<file path="src/design/timer_divider_search_assert.svh">
// Assertion macros for the timer divider search RTL.
`ifndef TIMER_DIVIDER_SEARCH_ASSERT_SVH
`define TIMER_DIVIDER_SEARCH_ASSERT_SVH

// Same-cycle implication, sampled on the block clock and muted during reset.
`define TDS_ASSERT_NOW(name, ante, cons, msg) \
   name: assert property (@(posedge clock) disable iff (reset) (ante) |-> (cons)) \
      else $error(msg);

// Next-cycle implication, sampled on the block clock and muted during reset.
`define TDS_ASSERT_NEXT(name, ante, cons, msg) \
   name: assert property (@(posedge clock) disable iff (reset) (ante) |=> (cons)) \
      else $error(msg);

`endif

</file>
<file path="src/design/tds_pkg.sv">
// Shared types and constants for the timer divider search.
package tds_pkg;

   localparam int FREQ_W = 27;
   localparam int SET_W  = 16;
   localparam int DIV_W  = 2 * SET_W + 1;

   localparam logic [FREQ_W-1:0] CLOCK_RESET_HZ  = 27'd72000000;
   localparam logic [SET_W-1:0]  RELOAD_FIRST    = 16'd49;
   localparam logic [SET_W-1:0]  RELOAD_LAST     = 16'd65049;
   localparam logic [SET_W-1:0]  RELOAD_STRIDE   = 16'd1000;
   localparam logic [SET_W-1:0]  PRESCALER_START = 16'd32768;
   localparam logic [SET_W-1:0]  STEP_START      = 16'd16384;
   localparam logic [SET_W-1:0]  MAX_SETTING     = 16'hFFFF;

   typedef enum logic [1:0] {
      OUTCOME_EXACT       = 2'd0,
      OUTCOME_APPROX      = 2'd1,
      OUTCOME_UNREACHABLE = 2'd2
   } tds_outcome_type;

   typedef enum logic [1:0] {
      ST_IDLE,
      ST_EVAL,
      ST_FINISH
   } tds_state_type;

   // Request from the search controller to the divider.
   typedef struct packed {
      logic              start;
      logic [SET_W-1:0]  prescaler;
      logic [SET_W-1:0]  reload;
   } tds_div_req_type;

   // Rounded frequency returned by the divider.
   typedef struct packed {
      logic              done;
      logic [FREQ_W-1:0] freq;
   } tds_div_rsp_type;

endpackage

</file>
<file path="src/design/tds_divider.sv">
// Bit-serial rounded divider: clock / ((1+prescaler)*(1+reload)), rounded half up.
module tds_divider import tds_pkg::*; (
   input  logic                clock,
   input  logic                reset,
   input  logic [FREQ_W-1:0]   clock_hz,
   input  tds_div_req_type     div_req,
   output tds_div_rsp_type     div_rsp
);

   localparam int CNT_W = $clog2(FREQ_W + 1);

   logic              busy_ff, busy_in;
   logic              round_ff, round_in;
   logic              done_ff, done_in;
   logic [CNT_W-1:0]  cnt_ff, cnt_in;
   logic [DIV_W-1:0]  divisor_ff, divisor_in;
   logic [DIV_W-1:0]  rem_ff, rem_in;
   logic [FREQ_W-1:0] dq_ff, dq_in;
   logic [FREQ_W-1:0] freq_ff, freq_in;

   logic [SET_W:0]    p_inc;
   logic [SET_W:0]    a_inc;
   logic [2*SET_W+1:0] product;
   logic [DIV_W:0]    trial;
   logic [DIV_W:0]    diff;
   logic              fits;
   logic              round_up;

   // Divisor product, registered before the division starts.
   assign p_inc   = {1'b0, div_req.prescaler} + {{SET_W{1'b0}}, 1'b1};
   assign a_inc   = {1'b0, div_req.reload} + {{SET_W{1'b0}}, 1'b1};
   assign product = p_inc * a_inc;

   // One restoring step: shift in the next dividend bit and try a subtract.
   assign trial    = {rem_ff, dq_ff[FREQ_W-1]};
   assign diff     = trial - {1'b0, divisor_ff};
   assign fits     = trial >= {1'b0, divisor_ff};
   assign round_up = {rem_ff, 1'b0} >= {1'b0, divisor_ff};

   always_comb begin
      busy_in    = busy_ff;
      round_in   = 1'b0;
      done_in    = 1'b0;
      cnt_in     = cnt_ff;
      divisor_in = divisor_ff;
      rem_in     = rem_ff;
      dq_in      = dq_ff;
      freq_in    = freq_ff;
      if (div_req.start) begin
         busy_in    = 1'b1;
         cnt_in     = CNT_W'(FREQ_W);
         divisor_in = product[DIV_W-1:0];
         rem_in     = '0;
         dq_in      = clock_hz;
      end else if (busy_ff) begin
         rem_in = fits ? diff[DIV_W-1:0] : trial[DIV_W-1:0];
         dq_in  = {dq_ff[FREQ_W-2:0], fits};
         cnt_in = cnt_ff - {{(CNT_W-1){1'b0}}, 1'b1};
         if (cnt_ff == {{(CNT_W-1){1'b0}}, 1'b1}) begin
            busy_in  = 1'b0;
            round_in = 1'b1;
         end
      end else if (round_ff) begin
         freq_in = dq_ff + {{(FREQ_W-1){1'b0}}, round_up};
         done_in = 1'b1;
      end
   end

   // Control registers.
   always_ff @(posedge clock) begin
      if (reset) begin
         busy_ff  <= 1'b0;
         round_ff <= 1'b0;
         done_ff  <= 1'b0;
         cnt_ff   <= '0;
      end else begin
         busy_ff  <= busy_in;
         round_ff <= round_in;
         done_ff  <= done_in;
         cnt_ff   <= cnt_in;
      end
   end

   // Datapath registers.
   always_ff @(posedge clock) begin
      divisor_ff <= divisor_in;
      rem_ff     <= rem_in;
      dq_ff      <= dq_in;
      freq_ff    <= freq_in;
   end

   assign div_rsp.done = done_ff;
   assign div_rsp.freq = freq_ff;

endmodule

</file>
<file path="src/design/timer_divider_search.sv">
// Top level of the timer prescaler and reload search.
//
//   channel  direction  handshake              payload
//   req      in         req_tvalid/req_tready  target_freq
//   rsp      out        rsp_tvalid/rsp_tready  reload, prescaler; outcome in tuser
//   csr      in         csr_valid/csr_ready    input_clock_hz
//
// Each candidate setting passes through the bit-serial divider in order: the
// divisor product, the quotient bits, rounding, then the search decision.
// A request evaluates 1 to 990 candidates.
// Reset is synchronous and restores the input clock register to 72 MHz.
// A new request is taken only when the search is idle; a finished result waits
// in the search result registers while the output register is still held.
`include "timer_divider_search_assert.svh"

module timer_divider_search import tds_pkg::*; (
   input  logic                clock,
   input  logic                reset,
   // Request: [26:0] target_freq, upper bits zero.
   input  logic                req_tvalid,
   output logic                req_tready,
   input  logic [31:0]         req_tdata,
   // Response: [15:0] reload_value, [31:16] prescaler_value.
   output logic                rsp_tvalid,
   input  logic                rsp_tready,
   output logic [31:0]         rsp_tdata,
   // Response: [1:0] outcome.
   output logic [1:0]          rsp_tuser,
   // Configuration: [26:0] input_clock_hz.
   input  logic                csr_valid,
   output logic                csr_ready,
   input  logic [FREQ_W-1:0]   csr_data
);

   tds_state_type    state_ff, state_in;
   logic [FREQ_W-1:0] clock_hz_ff;
   logic [FREQ_W-1:0] target_ff, target_in;
   logic [SET_W-1:0]  p_ff, p_in;
   logic [SET_W-1:0]  a_ff, a_in;
   logic [SET_W-1:0]  step_ff, step_in;
   logic              start_ff, start_in;
   logic [FREQ_W-1:0] best_err_ff, best_err_in;
   logic [SET_W-1:0]  best_p_ff, best_p_in;
   logic [SET_W-1:0]  best_a_ff, best_a_in;
   logic [SET_W-1:0]  res_reload_ff, res_reload_in;
   logic [SET_W-1:0]  res_prescaler_ff, res_prescaler_in;
   tds_outcome_type   res_outcome_ff, res_outcome_in;
   logic              rsp_valid_ff, rsp_valid_in;
   logic [SET_W-1:0]  rsp_reload_ff, rsp_reload_in;
   logic [SET_W-1:0]  rsp_prescaler_ff, rsp_prescaler_in;
   tds_outcome_type   rsp_outcome_ff, rsp_outcome_in;

   tds_div_req_type   div_req;
   tds_div_rsp_type   div_rsp;

   logic [FREQ_W-1:0] freq;
   logic [FREQ_W-1:0] err;
   logic              better;
   logic [SET_W-1:0]  p_step;

   // The configuration register takes every transfer.
   assign csr_ready = 1'b1;

   always_ff @(posedge clock) begin
      if (reset) begin
         clock_hz_ff <= CLOCK_RESET_HZ;
      end else if (csr_valid && csr_ready) begin
         clock_hz_ff <= csr_data;
      end
   end

   assign div_req.start     = start_ff;
   assign div_req.prescaler = p_ff;
   assign div_req.reload    = a_ff;

   tds_divider u_divider (
      .clock    (clock),
      .reset    (reset),
      .clock_hz (clock_hz_ff),
      .div_req  (div_req),
      .div_rsp  (div_rsp)
   );

   // Error of the candidate just divided, and the next prescaler probe.
   assign freq   = div_rsp.freq;
   assign err    = (freq >= target_ff) ? (freq - target_ff) : (target_ff - freq);
   assign better = err < best_err_ff;
   assign p_step = (freq < target_ff) ? (p_ff - step_ff) : (p_ff + step_ff);

   assign req_tready = (state_ff == ST_IDLE);

   // Search sequencer: next state and register updates.
   always_comb begin
      state_in         = state_ff;
      target_in        = target_ff;
      p_in             = p_ff;
      a_in             = a_ff;
      step_in          = step_ff;
      start_in         = 1'b0;
      best_err_in      = best_err_ff;
      best_p_in        = best_p_ff;
      best_a_in        = best_a_ff;
      res_reload_in    = res_reload_ff;
      res_prescaler_in = res_prescaler_ff;
      res_outcome_in   = res_outcome_ff;
      rsp_valid_in     = rsp_valid_ff & ~rsp_tready;
      rsp_reload_in    = rsp_reload_ff;
      rsp_prescaler_in = rsp_prescaler_ff;
      rsp_outcome_in   = rsp_outcome_ff;
      case (state_ff)
         ST_IDLE: begin
            if (req_tvalid) begin
               target_in   = req_tdata[FREQ_W-1:0];
               p_in        = PRESCALER_START;
               a_in        = RELOAD_FIRST;
               step_in     = STEP_START;
               best_err_in = '1;
               best_p_in   = PRESCALER_START;
               best_a_in   = RELOAD_FIRST;
               start_in    = 1'b1;
               state_in    = ST_EVAL;
            end
         end
         ST_EVAL: begin
            if (div_rsp.done) begin
               if (better) begin
                  best_err_in = err;
                  best_p_in   = p_ff;
                  best_a_in   = a_ff;
               end
               if (freq == target_ff) begin
                  res_reload_in    = a_ff;
                  res_prescaler_in = p_ff;
                  res_outcome_in   = OUTCOME_EXACT;
                  state_in         = ST_FINISH;
               end else if (step_ff[0]) begin
                  // Binary search for this reload is over.
                  if (p_step < 16'd2) begin
                     res_reload_in    = best_a_in;
                     res_prescaler_in = best_p_in;
                     res_outcome_in   = OUTCOME_APPROX;
                     state_in         = ST_FINISH;
                  end else if (a_ff == RELOAD_LAST) begin
                     res_reload_in    = MAX_SETTING;
                     res_prescaler_in = MAX_SETTING;
                     res_outcome_in   = OUTCOME_UNREACHABLE;
                     state_in         = ST_FINISH;
                  end else begin
                     a_in     = a_ff + RELOAD_STRIDE;
                     p_in     = PRESCALER_START;
                     step_in  = STEP_START;
                     start_in = 1'b1;
                  end
               end else begin
                  p_in     = p_step;
                  step_in  = {1'b0, step_ff[SET_W-1:1]};
                  start_in = 1'b1;
               end
            end
         end
         ST_FINISH: begin
            if (!rsp_valid_ff || rsp_tready) begin
               rsp_valid_in     = 1'b1;
               rsp_reload_in    = res_reload_ff;
               rsp_prescaler_in = res_prescaler_ff;
               rsp_outcome_in   = res_outcome_ff;
               state_in         = ST_IDLE;
            end
         end
         default: begin
            state_in = ST_IDLE;
         end
      endcase
   end

   // Control registers.
   always_ff @(posedge clock) begin
      if (reset) begin
         state_ff     <= ST_IDLE;
         start_ff     <= 1'b0;
         rsp_valid_ff <= 1'b0;
      end else begin
         state_ff     <= state_in;
         start_ff     <= start_in;
         rsp_valid_ff <= rsp_valid_in;
      end
   end

   // Search and result registers.
   always_ff @(posedge clock) begin
      target_ff        <= target_in;
      p_ff             <= p_in;
      a_ff             <= a_in;
      step_ff          <= step_in;
      best_err_ff      <= best_err_in;
      best_p_ff        <= best_p_in;
      best_a_ff        <= best_a_in;
      res_reload_ff    <= res_reload_in;
      res_prescaler_ff <= res_prescaler_in;
      res_outcome_ff   <= res_outcome_in;
      rsp_reload_ff    <= rsp_reload_in;
      rsp_prescaler_ff <= rsp_prescaler_in;
      rsp_outcome_ff   <= rsp_outcome_in;
   end

   assign rsp_tvalid = rsp_valid_ff;
   assign rsp_tdata  = {rsp_prescaler_ff, rsp_reload_ff};
   assign rsp_tuser  = rsp_outcome_ff;

   // Checks on the search sequencing.
   `TDS_ASSERT_NOW(a_done_in_eval, div_rsp.done, state_ff == ST_EVAL, "divider done outside evaluation")
   `TDS_ASSERT_NOW(a_step_onehot, state_ff == ST_EVAL, $onehot(step_ff), "search step is not one-hot")
   `TDS_ASSERT_NOW(a_prescaler_nonzero, state_ff == ST_EVAL, p_ff != '0, "prescaler probe reached zero")
   `TDS_ASSERT_NEXT(a_accept_starts, req_tvalid && req_tready, start_ff, "accepted request did not start the divider")

endmodule

</file>
<file path="config.mk">
export PLATFORM = sky130hd
export DESIGN_NAME = timer_divider_search
export DESIGN_NICKNAME = d
export VERILOG_FILES = /design/src/design/tds_pkg.sv /design/src/design/tds_divider.sv /design/src/design/timer_divider_search.sv
export VERILOG_INCLUDE_DIRS = /design/src /design/src/design
export SDC_FILE = /design/constraint.sdc
export NUM_CORES = 1
export LEC_CHECK = 0
export ABC_AREA = 1
export BUFFER_PORTS_ARGS = -buffer_cell sky130_fd_sc_hd__buf_2
export CAP_MARGIN = 25
export CORE_MARGIN = 10
export CORE_UTILIZATION = 45
export DETAILED_ROUTE_END_ITERATION = 6
export SKIP_CTS_REPAIR_TIMING = 1
export SLEW_MARGIN = 20
export SYNTH_ARGS = -nofsm -noshare
export SYNTH_HDL_FRONTEND = slang
export SYNTH_SLANG_ARGS = --single-unit
</file>
<file path="constraint.sdc">
create_clock -name clock -period 11.1 [get_ports clock]
set_input_delay 0.555 -clock clock [delete_from_list [all_inputs] [get_ports clock]]
set_output_delay 0.555 -clock clock [all_outputs]
set_load 0.02 [all_outputs]
</file>
* Word level (Yosys, flattened, before mapping)
Index checks and enable logic that the tools add are counted.
Cells by class: $add $sub $neg 10, multiply operators 1, div/mod/pow operators 0, magnitude comparators 6, eq/ne operators 17, shift operators 0, multiplexer cells 69, bitwise logic cells 4, reductions and logical operators 20
Operators with widths (count):
- two-way mux 16 bit | 30
- two-way mux 27 bit | 6
- case mux 16 bit (2 select lines) | 5
- >= comparator 34 x 33 -> 1 bit | 2
- < comparator 27 bit | 2
- case mux 27 bit (2 select lines) | 1
- subtractor 27 bit | 2
- adder 16 x 1 -> 17 bit, second input constant | 2
- multiplier 17 x 17 -> 33 bit | 1
- two-way mux 33 bit | 1
- subtractor 33 bit | 1
- adder 27 x 1 -> 27 bit | 1
- == test 27 bit | 1
- >= comparator 27 bit | 1
- two-way mux 2 bit | 9
- adder 16 x 10 -> 16 bit, second input constant | 1
- adder 16 bit | 1
- == test 16 bit, second input constant | 1
- < comparator 16 x 2 -> 1 bit, second input constant | 1
- subtractor 16 bit | 1
- != test 2 bit, second input constant | 7
- two-way mux 1 bit | 13
- AND reduction 4 bit | 3
- two-way mux 5 bit | 2
- other kinds (23) | 32
Storage, ports and cells: register bits after elaboration 361, bits in latches 0, memory bits (writable) 0, bits in read-only memories 0, input bits 64, output and inout bits 37, logic and storage cells 154, memories 0

* Depth between registers and ports, before layout
Gate-level depths: netlist of run 1.
word-level depth 8, gate-level depth with buffers 38, depth with buffers taken out 38

* Hierarchy
A second synthesis of run 1 with hierarchy kept.
Unflattened totals: cells, all modules 4139, area, all modules 32457.4 sq um
Modules (own cells, without submodules):
- tds_divider | times used 1, cells each 2493, area each 18402.6 sq um, sequential area each 3433.3 sq um
- timer_divider_search | times used 1, cells each 1646, area each 14054.7 sq um, sequential area each 6566.3 sq um

* Worst setup path before layout of run 1
No wires, ideal clock.
path type register to register, start point register p_ff[1], end point register u_divider.divisor_ff[29] (data pin), setup time 0.259 ns, data arrival time 6.459 ns, required time 10.841 ns, setup slack 4.382 ns, cell stages (with the launch flop) 33, period minus slack after synthesis 6.718 ns, cell sequence edfxtp_1 inv_1 nor3_2 inv_2 nor2_2 inv_2 nor2_4 nand3_2 nor2_1 nand2_1 nor2_2 nand2_1 xor2_1 inv_1 nand2_1 fa_1 fa_1 inv_1 fa_1 fa_1 fa_1 inv_1 fa_1 inv_1 ha_1 nand2_1 nor4_1 nand4_1 nand3_1 nand3_1 nand2_1 a31oi_1 xnor2_1
Between the ends: longest elaborated chain between the ends 2
RTL lines:
- start, declared | line timer_divider_search.sv:38 | logic [SET_W-1:0] p_ff, p_in;
- start signal, assigned | line timer_divider_search.sv:192 | p_ff <= p_in;
- adder 16 x 1 -> 17 bit | line tds_divider.sv:30 | assign p_inc = {1'b0, div_req.prescaler} + {{SET_W{1'b0}}, 1'b1};
- multiplier 17 x 17 -> 33 bit | line tds_divider.sv:32 | assign product = p_inc * a_inc;
- net u_divider.product[29] | line tds_divider.sv:23 | logic [2*SET_W+1:0] product;
- end signal, assigned | line tds_divider.sv:86 | divisor_ff <= divisor_in;
- end, declared | line tds_divider.sv:16 | logic [DIV_W-1:0] divisor_ff, divisor_in;
The timed path passes the listed nets, and every way through them passes these cells. A chain may end at the register's enable or synchronous reset.

* Worst setup path in the final report of run 1
start point register p_ff[0], end point register u_divider.divisor_ff[29] (data pin)
The elaborated chain is that of the path after synthesis.

==> results.sh, run 1 <==
export IMPL_cts_tree="built"
export IMPL_die_w_microns=276
export IMPL_worst_pin_slew_ns=0.979
export IMPL_row_count=93
export IMPL_via_per_inst=5.11
export IMPL_synth_fp_nets=4086
export IMPL_clkTransAtPathRegs_ns=0.06
export IMPL_synth_seq_area_share_pct=33.7
export IMPL_cts_sinks=356
export IMPL_hold_class="in2reg"
export IMPL_ff2ff_path_depth=33
export IMPL_ys_seq_elements=356
export IMPL_ys_async_sr_fraction_pct=0
export IMPL_regArea_sq_mm=0.00997
export IMPL_ctsLongestPathBuffers=3
export IMPL_hold_start="req_tdata[16]"
export IMPL_slowest_stage="edfxtp_1"
export IMPL_reg2reg_to="u_divider.divisor_ff[29]"
export IMPL_nFillCells=6313
export IMPL_period_share_pct=76.5
export IMPL_pin_count=101
export IMPL_grt_max_degree=64
export IMPL_overflow=0
export IMPL_ant_nets=0
export IMPL_reg2reg_slack_ns=2.60
export IMPL_drive_gt1_share_pct=6.67
export IMPL_first_iter_violations=1677
export IMPL_routed_wl_mm=75.6
export IMPL_crit_type="reg2reg"
export IMPL_max_stage_delay_ns=0.82
export IMPL_holdPathEnd="target_ff[16]"
export IMPL_yosys_area_top_type_share_pct=28.8
export IMPL_hold_depth=1
export IMPL_cts_max_level=2
export IMPL_outcome="completed"
export IMPL_final_max_slew_viol_count=0
export IMPL_max_freq_ghz=0.118
export IMPL_fp_dieH_microns=276
export IMPL_hold_viol_final=0
export IMPL_design_area_sq_mm=0.0323
export IMPL_synth_area_leaders="edfxtp_1, fa_1, ha_1, nand2_1, inv_1"
export IMPL_place_congestion=0.912
export IMPL_syn2layout_area_growth_pct=9.06
export IMPL_slew_headroom_pct=34.8
export IMPL_tns_ns=0
export IMPL_arrival_ns=8.79
export IMPL_place_area_sq_mm=0.0310
export IMPL_syn_area_per_cell_sq_um=8.28
export IMPL_coreArea_sq_mm=0.0648
export IMPL_dp_hpwl_mm=59.2
export IMPL_critPathRequiredTime_ns=11.39
export IMPL_n_antenna_cell=0
export IMPL_root_buffer="clkbuf_16"
export IMPL_wl_per_cell_microns=16.7
export IMPL_rr_startpoint="p_ff[0]"
export IMPL_grt_usage_pct=19.5
export IMPL_synth_top_flop_cell="edfxtp_1"
export IMPL_start_kind="register"
export IMPL_netlist_area_sq_mm=0.0296
export IMPL_worstPathBufferInverterCount=8
export IMPL_finalNetCount=4153
export IMPL_numCtsBuffers=41
export IMPL_period_needed_ns=8.50
export IMPL_maxCapViolCount=0
export IMPL_start_util_pct=45.6
export IMPL_grt_first_pass_wirelength_mm=122
export IMPL_vias=23100
export IMPL_fp_dieArea_sq_mm=0.0764
export IMPL_yosys_area_top_type="edfxtp_1"
export IMPL_clock_latency_ns=0.56
export IMPL_portBuffers=94
export IMPL_grt_pass1_vias=22500
export IMPL_fin_ws_ns=2.60
export IMPL_yosysUniqueCellTypes=65
export IMPL_drtPass1Iterations=5
export IMPL_setup_viol=0
export IMPL_startpoint="p_ff[0]"
export IMPL_multi_input_area_sq_mm=0.0166
export IMPL_endpoint_kind="register"
export IMPL_critPathTopFamily="adder cells"
export IMPL_crit_fanout=13
export IMPL_synthCells=3572
export IMPL_grt_antenna_before_repair=0
export IMPL_yosysWarnings=0
export IMPL_whs_ns=0.171
export IMPL_pre_cts_ws_ns=2.78
export IMPL_fin_skew_ns=0.0265
export IMPL_drc=0
export IMPL_synth_edf_count=284
export IMPL_rsz0062_at_grt="no"
-- cells in the final DEF (no fill, tap or decap), drive strengths merged, types with 17 or more instances in the layout --
master | Yosys | routed
inv | 702 | 705
nand2 | 699 | 699
nor2 | 428 | 428
edfxtp | 284 | 284
ha | 270 | 270
a21oi | 204 | 204
fa | 180 | 180
o21ai | 172 | 172
buf | 26 | 113
nand3 | 107 | 107
xor2 | 92 | 92
dfxtp | 72 | 72
clkbuf | 63 | 54
nor3 | 40 | 40
xnor2 | 38 | 38
o211ai | 30 | 30
a22oi | 28 | 28
nand4 | 27 | 27
clkinv | 5 | 18
o21bai | 17 | 17
-- how the worst max path moves through the flow --
stage / endpoint / depth (start not counted)
3_5_place_dp: u_divider.divisor_ff[29] / 33
3_3_place_gp: u_divider.divisor_ff[29] / 33
2_1_floorplan: u_divider.divisor_ff[29] / 32
4_1_cts: u_divider.divisor_ff[29] / 33
5_1_grt: u_divider.divisor_ff[29] / 34
6_report: u_divider.divisor_ff[29] / 33
-- layer usage --
metal,share of wire [%],track usage [%]
met5,0,0
met1,46,26.8
met4,1.8,4.40
met3,5.7,3.27
met2,46,31.8
-- Yosys cell counts (all sizes together) (2+ instances only) --
cell type / n
a221oi: 5
a22oi: 28
dfxtp: 72
clkbuf: 63
nand2: 699
edfxtp: 284
nor3: 40
buf: 26
nor2: 428
a21oi: 204
a21boi: 7
a21o: 9
nand3: 107
xor2: 92
a31oi: 10
xnor2: 38
o21a: 9
nand3b: 5
mux2i: 2
o221ai: 4
fa: 180
clkinv: 5
inv: 702
nand4: 27
o21bai: 17
o22ai: 2
o21ai: 172
o211ai: 30
ha: 270
o2111ai: 4
nor4: 7
or2: 8
a211oi: 7
-- registers in the layout, indices dropped and copies added, names as in the netlist, 27 cells and up --
register / count
u_divider.rem_ff: 33
u_divider.divisor_ff: 32
best_err_ff: 27
clock_hz_ff: 27
target_ff: 27
u_divider.dq_ff: 27
u_divider.freq_ff: 27
-- per-stage QoR --
stage | instances | util [%]
after floorplan | 3572 | -
after global placement | 4448 | 47.7
after detailed placement | 4451 | 47.8
after CTS | 4526 | 49.8
after global routing | 4526 | 49.8
final | 4526 | 49.8
-- cells by family after synthesis --
group	count (synthesis)	synth area share [%]
other	1	0.0127
AND/OR/NAND/NOR	1324	18.5
AO/OA/AOI/OAI	513	9.93
multiplexers	2	0.0677
flip-flops	356	33.7
adder cells (fa/ha/maj)	450	23.6
XOR/XNOR	130	3.94
buffers and inverters	796	10.3
-- area by class of cell --
| class | instances | share of cell area, % |
|---|---|---|
| Multi-Input combinational cell | 2420 | 51.5 |
| Clock buffer | 54 | 3.55 |
| Timing Repair Buffer | 113 | 2.01 |
| Inverter | 707 | 8.23 |
| Tap cell | 855 | 3.32 |
| Sequential cell | 356 | 30.9 |
| Clock inverter | 21 | 0.516 |
Power of run 1 is not shown: default switching activity piles up to over one toggle a cycle in this logic, so the estimate is an artifact.
==> inputs of run 2 (changes only) <==
- clock period: 11.1 -> 7.08 ns (I/O delays scaled with it)
==> run 2 against run 1 <==
The flow now finishes with violations (negative hold slack, negative setup slack). Wire length up 3.3%. Clock skew grew 0.013 ns. Die area stayed put. Critical endpoint is now u_divider.divisor_ff[32]. First-iteration DRC count grew 7.5%.
==> results.sh, run 2 (same netlist as run 1, synthesis figures left out) <==
export IMPL_reg_top3="u_divider.rem_ff (33), u_divider.divisor_ff (32)"
export IMPL_cts_max_level=2
export IMPL_arrival_ns=7.43
export IMPL_hold_viol_final=4
export IMPL_fp_dieH_microns=276
export IMPL_via_per_inst=5.08
export IMPL_largest_reg_flops=33
export IMPL_dp_hpwl_mm=60.9
export IMPL_critPathRequiredTime_ns=7.39
export IMPL_outcome="finished with violations"
export IMPL_final_max_slew_viol_count=0
export IMPL_fin_ws_ns=-0.0396
export IMPL_overflow=0
export IMPL_start_kind="register"
export IMPL_mostFrequentLayoutCell="nand2_1"
export IMPL_worst_pin_slew_ns=0.966
export IMPL_final_cell_mix="nand2_1, inv_1, nor2_1, edfxtp_1, ha_1"
export IMPL_place_congestion=0.910
export IMPL_hold_class="in2reg"
export IMPL_fin_util_pct=53.2
export IMPL_ant_nets=0
export IMPL_portBuffers=94
export IMPL_slew_headroom_pct=35.4
export IMPL_grt_antenna_before_repair=0
export IMPL_die_w_microns=276
export IMPL_clock_latency_ns=0.60
export IMPL_period_needed_ns=7.12
export IMPL_start_util_pct=45.6
export IMPL_period_share_pct=101
export IMPL_drc=0
export IMPL_clkTransAtPathRegs_ns=0.06
export IMPL_syn2layout_area_growth_pct=16.5
export IMPL_crit_fanout=4
export IMPL_grt_usage_pct=19.9
export IMPL_crit_type="reg2reg"
export IMPL_routed_wl_mm=78.1
export IMPL_fp_dieArea_sq_mm=0.0764
export IMPL_wl_per_cell_microns=16.6
export IMPL_finalNetCount=4322
export IMPL_grt_first_pass_wirelength_mm=124
export IMPL_regMostFlops="u_divider.rem_ff"
export IMPL_cts_tree="built"
export IMPL_grt_pass1_vias=23200
export IMPL_drive_gt1_share_pct=13.3
export IMPL_root_buffer="clkbuf_16"
export IMPL_pin_count=101
export IMPL_slowest_stage="fa_1"
export IMPL_drtPass1Iterations=7
export IMPL_vias=23900
export IMPL_whs_ns=-0.0176
export IMPL_setup_viol=2
export IMPL_max_stage_delay_ns=0.57
export IMPL_first_iter_violations=1802
export IMPL_cts_sinks=356
export IMPL_violations="negative hold slack, negative setup slack"
export IMPL_ctsLongestPathBuffers=3
export IMPL_numCtsBuffers=43
export IMPL_max_freq_ghz=0.140
export IMPL_coreArea_sq_mm=0.0648
export IMPL_maxCapViolCount=0
export IMPL_fin_skew_ns=0.0391
export IMPL_row_count=93
export IMPL_rsz0062_at_grt="yes"
export IMPL_endpoint_kind="register"
export IMPL_grt_max_degree=53
run 2: cell count changes in the layout (fill, tap and decap cells not counted), sizes merged:
cell         previous run  this run
clkbuf                 54        51
diode                   0         1
clkinv                 18        20
bufinv                  2         1
clkinvlp                3         6
inv                   705       708
dlygate4sd3             0        39
buf                   113       241
run 2: layer usage:
metal | routed length [microns] | track usage [%]
met1 | 35400 | 27.2
met2 | 36700 | 32.4
met3 | 4330 | 3.19
met5 | 0 | 0
met4 | 1740 | 4.93
run 2: path summary, 6_finish.rpt:
check,from,slack (ns),depth (start not counted),end
worst max register to register,p_ff[0],-0.04,36,u_divider.divisor_ff[32]
worst min register to register,res_prescaler_ff[9],0.41,0,rsp_prescaler_ff[9]
worst max-delay path,p_ff[0],-0.04,36,u_divider.divisor_ff[32]
worst min-delay path,csr_data[21],-0.02,3,clock_hz_ff[21]
run 2: worst max-delay path: cells and delay by family (launching register included):
kind / cells / cell delay (ns)
buf+inv: 10 / 0.70
flops: 1 / 0.37
fa+ha+maj: 8 / 3.61
simple gates: 16 / 1.86
xor+xnor: 2 / 0.27
run 2: layout make-up:
| class | instances | area, sq um |
|---|---|---|
| antenna | 1 | 2.50 |
| clock inverter | 28 | 258 |
| fill | 6165 | 30400 |
| clock buffer | 51 | 1130 |
| multi-input combinational | 2420 | 17300 |
| inverter | 707 | 2660 |
| sequential | 356 | 9970 |
| timing repair buffer | 280 | 2060 |
| tap | 855 | 1070 |
run 2: through the flow:
| step | TNS [ns] | instance area, sq um | instances | setup slack (ns) |
|---|---|---|---|---|
| 2_1_floorplan | 0 | 29600 | 3572 | 0.362 |
| 3_3_place_gp | -0.655 | 31700 | 4560 | -0.163 |
| 3_5_place_dp | -1.02 | 31800 | 4561 | -0.247 |
| 4_1_cts | -1.73 | 33100 | 4640 | -0.301 |
| 5_1_grt | -2.46 | 34500 | 4697 | -0.357 |
| 6_report | -0.0525 | 34500 | 4698 | -0.0396 |
Power of run 2 is left out for the same reason.
